## src/rtl/fgcc_pkg.sv

```systemverilog
// shared types and constants of the footprint grid collision checker
// no dependencies; imported by every module of the block
package fgcc_pkg;

   localparam int IDX_W   = 12;   // widest cell index field carried between modules
   localparam int CELL_W  = 14;   // integer bits of a sample position
   localparam int ANGLE_W = 12;
   localparam int STEP_W  = 8;
   localparam int GRID_W  = 10;
   localparam int CSR_IDX_W = 3;

   localparam logic [1:0] KIND_WRITE = 2'd0;
   localparam logic [1:0] KIND_STAMP = 2'd1;
   localparam logic [1:0] KIND_CHECK = 2'd2;

   localparam logic [CSR_IDX_W-1:0] CSR_WIDTH  = 3'd0;
   localparam logic [CSR_IDX_W-1:0] CSR_HEIGHT = 3'd1;
   localparam logic [CSR_IDX_W-1:0] CSR_BODY_L = 3'd2;
   localparam logic [CSR_IDX_W-1:0] CSR_BODY_W = 3'd3;
   localparam logic [CSR_IDX_W-1:0] CSR_EXT_L  = 3'd4;

   typedef enum logic [1:0] {
      OP_RESTORE = 2'd0,
      OP_STAMP   = 2'd1,
      OP_CHECK   = 2'd2
   } op_type;

   typedef struct packed {
      logic             vld;
      op_type           op;
      logic [IDX_W-1:0] col;
      logic [IDX_W-1:0] row;
   } sample_type;

   typedef struct packed {
      logic             en;
      logic [IDX_W-1:0] col;
      logic [IDX_W-1:0] row;
      logic             val;
   } cell_wr_type;

   // sine of a*(pi/2)/1024 in Q(tb), odd series on the quarter wave; elaboration only
   function automatic logic [63:0] quarter_sine(input int unsigned a, input int unsigned tb);
      logic [63:0] one;
      logic [63:0] x;
      logic [63:0] x2;
      logic [63:0] t;
      one = 64'd1 << 30;
      x   = 64'(a) * 64'd1647099;
      x2  = (x * x) >> 30;
      t   = one;
      t   = one - ((x2 * t) >> 30) / 64'd156;
      t   = one - ((x2 * t) >> 30) / 64'd110;
      t   = one - ((x2 * t) >> 30) / 64'd72;
      t   = one - ((x2 * t) >> 30) / 64'd42;
      t   = one - ((x2 * t) >> 30) / 64'd20;
      t   = one - ((x2 * t) >> 30) / 64'd6;
      t   = (x * t) >> 30;
      t   = (t + (64'd1 << (29 - tb))) >> (30 - tb);
      return t;
   endfunction

endpackage

```

## src/rtl/fgcc_sweep.sv

```systemverilog
// footprint lattice walker: one sample per cycle, converted to in-grid cell indices
// depends on fgcc_pkg
module fgcc_sweep
   import fgcc_pkg::*;
#(
   parameter int TRIG_BITS = 12
) (
   input  logic                        clock,
   input  logic                        reset,
   input  logic                        start,
   input  op_type                      op,
   input  logic signed [TRIG_BITS+21:0] cx,
   input  logic signed [TRIG_BITS+21:0] cy,
   input  logic signed [TRIG_BITS+1:0] cos_v,
   input  logic signed [TRIG_BITS+1:0] sin_v,
   input  logic [STEP_W-1:0]           width_steps,
   input  logic [STEP_W-1:0]           len_steps,
   input  logic [GRID_W-1:0]           grid_w,
   input  logic [GRID_W-1:0]           grid_h,
   output sample_type                  smp,
   output logic                        busy
);
   localparam int PW = TRIG_BITS + 22;
   localparam int FB = TRIG_BITS + 8;

   logic                 run_ff;
   op_type               op_ff;
   logic signed [PW-1:0] rx_ff, ry_ff, sx_ff, sy_ff;
   logic signed [PW-1:0] dc_ff, ds_ff;
   logic [STEP_W-1:0]    i_ff, j_ff, ww_ff, len_ff;
   logic [GRID_W-1:0]    gw_ff, gh_ff;
   sample_type           smp_ff;

   logic signed [PW-1:0] nrx, nry, ny;
   logic [PW-1:0]        xmag, ymag;
   logic [CELL_W-1:0]    cm, rm;
   logic                 x_ok, y_ok;

   assign nrx = rx_ff - ds_ff;
   assign nry = ry_ff + dc_ff;

   always_ff @(posedge clock) begin
      if (reset) begin
         run_ff <= 1'b0;
      end else if (start) begin
         run_ff <= (width_steps != '0) && (len_steps != '0);
      end else if (run_ff && (j_ff == len_ff - 1'b1) && (i_ff == ww_ff - 1'b1)) begin
         run_ff <= 1'b0;
      end
   end

   always_ff @(posedge clock) begin
      if (start) begin
         op_ff  <= op;
         rx_ff  <= cx;
         ry_ff  <= cy;
         sx_ff  <= cx;
         sy_ff  <= cy;
         dc_ff  <= PW'(cos_v) <<< 8;
         ds_ff  <= PW'(sin_v) <<< 8;
         i_ff   <= '0;
         j_ff   <= '0;
         ww_ff  <= width_steps;
         len_ff <= len_steps;
         gw_ff  <= grid_w;
         gh_ff  <= grid_h;
      end else if (run_ff) begin
         if (j_ff == len_ff - 1'b1) begin
            // next row across the heading
            j_ff  <= '0;
            i_ff  <= i_ff + 1'b1;
            rx_ff <= nrx;
            ry_ff <= nry;
            sx_ff <= nrx;
            sy_ff <= nry;
         end else begin
            j_ff  <= j_ff + 1'b1;
            sx_ff <= sx_ff + dc_ff;
            sy_ff <= sy_ff + ds_ff;
         end
      end
   end

   // truncation toward zero; row index is minus y
   assign ny   = -sy_ff;
   assign xmag = sx_ff[PW-1] ? PW'(-sx_ff) : PW'(sx_ff);
   assign ymag = ny[PW-1] ? PW'(-ny) : PW'(ny);
   assign cm   = xmag[PW-1:FB];
   assign rm   = ymag[PW-1:FB];
   assign x_ok = (!sx_ff[PW-1] || cm == '0) && (cm < CELL_W'(gw_ff));
   assign y_ok = (!ny[PW-1] || rm == '0) && (rm < CELL_W'(gh_ff));

   always_ff @(posedge clock) begin
      if (reset) begin
         smp_ff.vld <= 1'b0;
      end else begin
         smp_ff.vld <= run_ff && x_ok && y_ok;
      end
      smp_ff.op  <= op_ff;
      smp_ff.col <= IDX_W'(cm);
      smp_ff.row <= IDX_W'(rm);
   end

   assign smp  = smp_ff;
   assign busy = run_ff | smp_ff.vld;

endmodule

```

## config.mk

```make
export PLATFORM = sky130hd
export DESIGN_NAME = fgcc_sweep
export DESIGN_NICKNAME = d
export VERILOG_FILES = /design/src/rtl/fgcc_pkg.sv /design/src/rtl/fgcc_sweep.sv
export SDC_FILE = /design/constraint.sdc
export NUM_CORES = 1
export LEC_CHECK = 0
export BUFFER_PORTS_ARGS = -buffer_cell sky130_fd_sc_hd__buf_2
export CELL_PAD_IN_SITES_DETAIL_PLACEMENT = 0
export CELL_PAD_IN_SITES_GLOBAL_PLACEMENT = 2
export CORE_UTILIZATION = 42
export DETAILED_ROUTE_END_ITERATION = 8
export PLACE_DENSITY = 0.84
export RECOVER_POWER = 50
export SYNTH_ARGS = -nofsm -noshare
export SYNTH_HDL_FRONTEND = slang
export SYNTH_SLANG_ARGS = --single-unit
```

## constraint.sdc

```tcl
create_clock -name clock -period 12.3 [get_ports clock]
set_input_delay 1.845 -clock clock [delete_from_list [all_inputs] [get_ports clock]]
set_output_delay 1.845 -clock clock [all_outputs]
set_load 0.005 [all_outputs]
```

### Word level (Yosys, flattened, before mapping)

Cells that the tools add are included.

* $add $sub $neg: 11
* $lt $le $gt $ge: 2
* equality and inequality tests: 2
* mux-type cells: 17
* bitwise logic cells: 1
* reduce and logical (&&, ||, !) cells: 20

Operators with widths (number)
* $mux W34: 14
* $add A34 B22 Y34: 3
* $neg A34 Y34: 3
* $sub A34 B22 Y34: 1
* $logic_not A14 Y1: 2
* $lt A14 B10 Y1: 2
* $add A8 B1 Y8 const B: 2
* $eq A8 B8 Y1: 2
* $reduce_bool A8 Y1: 2
* $sub A8 B1 Y8 const B: 2
* $mux W8: 1
* $logic_and A1 B1 Y1: 7
* $reduce_bool A2 Y1: 3
* $reduce_and A2 Y1: 2
* $logic_not A1 Y1: 2
* $logic_or A1 B1 Y1: 2
* $mux W1: 2
* $or A1 B1 Y1: 1

* register bits after elaboration: 246
* input bits: 137
* output and inout port bits: 28
* logic and storage cells: 71

### Longest topological paths before layout

* depth after elaboration: 7
* gate-level depth with buffers: 16
* mapped depth without buffers: 15

### Least setup slack after synthesis

Ideal clock, no wire load.

* path kind: input to register
* start point: input start
* end point: register rx_ff[10], enable pin
* library setup time: 458 ps
* arrival: 5088 ps
* data required time: 11842 ps
* setup slack: 6754 ps
* stages on the path: 4
* buffers on the path: 2
* cells stage by stage: clkbuf_1 or2_2 and2_1 clkbuf_1

* longest elaborated chain between the ends: 2
* elaborated cells on any way between the ends: 3

RTL lines
* start: declaration: line fgcc_sweep.sv:10 `input logic start,`
* $reduce_bool A2 Y1 (no source line)
* $reduce_and A2 Y1 (no source line) *
* end signal: assignment: line fgcc_sweep.sv:72 `rx_ff <= nrx;`
* end: declaration: line fgcc_sweep.sv:28 `logic signed [PW-1:0] rx_ff, ry_ff, sx_ff, sy_ff;`

Mark *: on every way between the ends. The rest lies on a longest branch, timed or not.
A chain may end at the register's enable or synchronous reset.

### Final worst setup path

* start point: input start
* end point: register sy_ff[3], enable pin

* longest elaborated chain between the ends: 1

RTL lines
* $reduce_bool A2 Y1 (no source line)
* end signal: assignment: line fgcc_sweep.sv:58 `sy_ff <= cy;`
* end signal: assignment: line fgcc_sweep.sv:75 `sy_ff <= nry;`
* end signal: assignment: line fgcc_sweep.sv:79 `sy_ff <= sy_ff + ds_ff;`
* end: declaration: line fgcc_sweep.sv:28

Every way passes these cells.

==> impl_metrics.py <==
metrics = {
    "power": {
        "p_leak_nw": 7.82,
        "irDropWorstVdd_mv": 0.110,
        "power_density_nw_per_um2": 174,
    },
    "cts": {
        "root_buffer": "clkbuf_16",
        "cts_htree_levels": 1,
        "post_cts_resized": 0,
        "clockBufferDepth": 3,
        "ctsHoldBuffers": 0,
        "cts_tree": "done",
        "cts.sinks": 246,
        "clk_latency_ns": 0.58,
        "cts_buffers": 30,
        "clkTransAtPathRegs_ns": 0.06,
        "postCtsSetupBuffers": 0,
    },
    "synth": {
        "syn_area_um2": 16800,
        "ys_seq_elements": 246,
        "avgSynthCellArea_um2": 9.94,
        "ys_seq_area_share_pct": 41.4,
        "synth_cell_types": 92,
        "synthesis.nets": 1949,
        "synth_enable_flop_cells": 202,
        "yosysWarnings": 0,
        "synthArstFlopShare_pct": 0,
        "synthCells": 1688,
        "yosys_most_used_dff": "edfxtp_1",
    },
    "place": {
        "hpwlAfterDp_mm": 33.1,
        "pre_cts_slack_ns": 7.52,
        "numPortBuffers": 164,
        "gp_congestion": 0.864,
    },
    "flow_run": {
        "cap_violations": 5,
    },
    "floorplanning": {
        "initial_utilization_pct": 43.0,
        "coreArea_um2": 39000,
        "dieArea_um2": 40700,
        "row_count": 72,
        "die-height_um": 202,
        "die_width_um": 202,
        "ios": 165,
    },
    "worst_setup_path": {
        "worstPathCellList": "clkbuf_1 -> or2_2 -> clkbuf_1 -> and2_4",
        "slowest_stage": "clkbuf_1",
        "cp_common_cell": "clkbuf_1",
        "crit_family": "buffers and inverters",
        "arrival_ns": 6.15,
        "worstSetupPathType": "input pin to flip-flop",
        "cp-end-kind": "flip-flop",
        "critPathLaunchType": "input pin",
        "required_ns": 12.48,
        "path_buf_inv": 2,
        "crit_fanout": 75,
        "r2r_setup_slack_ns": 7.48,
        "max_stage_delay_ns": 2.16,
    },
    "sta": {
        "setup_ws_ns": 6.33,
        "maxSlewViolCount": 322,
        "clock.fmax_mhz": 168,
        "report.final.setup_viol": 0,
        "setup_tns_ns": 0,
        "worst_pin_slew_ns": 3.38,
        "skew_ns": 0.0230,
        "rsz0062_at_grt": "no",
        "hold_viol_final": 0,
        "fin_crit_sh_pct": 48.5,
        "holdWs_ns": 0.341,
        "relSlewSlack_pct": -126,
        "min_period_ns": 5.97,
    },
    "drt": {
        "drt-pass1-iter-count": 5,
        "antenna_left": 0,
        "viasPerCell": 5.53,
        "drc": 0,
        "drt_iter0_drc": 683,
        "wl_per_cell_um": 18.5,
        "routed_wl_mm": 44.0,
        "vias": 13200,
    },
    "cells_and_area": {
        "seq_area_um2": 6950,
        "fillerInstances": 3724,
        "final_layout_size_suffix_gt1_share_pct": 14.4,
        "diodes": 0,
        "multi_input_area_um2": 9300,
        "nNetsFinal": 2101,
        "syn_to_final_growth_pct": 13.9,
    },
    "grt": {
        "grt_start_max_net_pins": 80,
        "grt_pass1_wl_mm": 70.8,
        "grt.total_usage_pct": 21.7,
        "antenna_found_initial": 0,
        "overflow": 0,
        "grt_pass1_vias": 13100,
    },
    "status": {
        "status": "finished with violations",
        "violations": "capacitance limit, slew limit",
    },
    "min_path": {
        "hold_class": "flip-flop to flip-flop",
    },
}
==> layout by cell type, fill, tap and decap left out, types with 13 or more instances in the layout <==
| master | n |
|---|---|
| nor4_1 | 22 |
| a31oi_1 | 23 |
| and3_1 | 16 |
| edfxtp_1 | 202 |
| and2_0 | 16 |
| or4_1 | 13 |
| o211ai_1 | 18 |
| nor2b_1 | 13 |
| nand3_1 | 35 |
| dfxtp_1 | 44 |
| a21oi_1 | 110 |
| or3_1 | 21 |
| o21a_1 | 26 |
| mux2_2 | 23 |
| nand2_1 | 142 |
| a21o_1 | 55 |
| clkbuf_1 | 24 |
| buf_2 | 148 |
| clkbuf_16 | 34 |
| xor2_1 | 66 |
| nand2b_1 | 22 |
| nor3_1 | 47 |
| inv_1 | 74 |
| mux2i_1 | 23 |
| nor2_1 | 101 |
| ha_1 | 120 |
| xnor2_1 | 91 |
| o21ai_0 | 110 |
| nand4_1 | 16 |
==> state kept, by name, summed over array words and instances (netlist names), 2 cells and up <==
| signal | flops |
|---|---|
| smp | 27 |
| ry_ff | 34 |
| sy_ff | 34 |
| rx_ff | 34 |
| gw_ff | 10 |
| ds_ff | 14 |
| i_ff | 8 |
| len_ff | 8 |
| sx_ff | 34 |
| gh_ff | 10 |
| dc_ff | 14 |
| op_ff | 2 |
| j_ff | 8 |
| ww_ff | 8 |
==> power by group <==
| group | internal, W | switching (W) | total [W] |
|---|---|---|---|
| combinational | 0.000525 | 0.000659 | 0.00118 |
| sequential | 0.00108 | 0.000121 | 0.00120 |
| clock | 0.000576 | 0.000363 | 0.000939 |
| total | 0.00218 | 0.00114 | 0.00332 |
==> worst reg2reg max path: cells and delay by family, from the launching register on <==
family                 cells  cell delay (ns)
buffers and inverters      1             2.16
and+or+nand+nor            2             1.47
DFF                        1             0.78
==> synth_stat cells, drive strengths merged (22+ instances only) <==
master    n  area share (%)
edfxtp  202              36
dfxtp    44             5.3
a31oi    23            0.86
xor2     67             3.5
nor2    102             2.3
a21o     55             2.5
o21a     26             1.2
nand2   142             3.2
mux2i    23             1.4
o21ai   112             3.3
xnor2    91             4.8
inv      75             1.7
nand3    36             1.1
mux2     23             1.5
and2     22            0.82
clkbuf   37            0.83
nor4     28             1.5
nand2b   22            0.82
a21oi   111             3.3
nor3     50             1.6
ha      120             8.9
==> metrics by stage <==
stage | instances | total power [W] | util, % | instance area, um^2
6_report | 2382 | 0.00332 | 49.0 | 19100
5_1_grt | 2382 | 0.00355 | 49.0 | 19100
4_1_cts | 2382 | 0.00334 | 49.1 | 19100
3_5_place_dp | 2326 | 0.00239 | 46.4 | 18100
3_3_place_gp | 2326 | 0.00238 | 46.4 | 18100
2_1_floorplan | 1688 | 0.00207 | - | 16800
==> worst paths after layout <==
kind	startpoint	to	depth (start not counted)
setup / recovery	start	sy_ff[3]	4
hold / removal	op_ff[0]	smp[24]	0
setup reg to reg	run_ff	sy_ff[3]	3
hold reg to reg	op_ff[0]	smp[24]	0
==> kinds of logic (layout without fill, tap and decap cells) <==
group,count (synthesis),in the layout,share of synthesized area (%)
compound gates,458,458,17.9
xor+xnor,159,159,8.43
fa+ha+maj,125,125,9.49
buf+inv,129,305,3.18
flops,246,246,41.4
mux,46,46,2.92
simple gates,525,525,16.7
==> layer usage <==
metal / wire (um) / vias to the layer above / GRT usage, %
met5: 0 / - / 0
met4: 1110 / 0 / 5.74
met3: 1640 / 55 / 2.74
met2: 20000 / 227 / 35.8
met1: 21200 / 6249 / 30.0
li1: - / 6633 / -
==> area by class of cell <==
class	instances	area share, %
multi-input cells	1313	48.7
flip-flops and latches	246	36.4
clock buffers	40	4.73
repair buffers	174	4.49
well taps	518	3.39
inverters	75	1.47
clock inverters	16	0.845
Power figures use the tool's default switching activity.
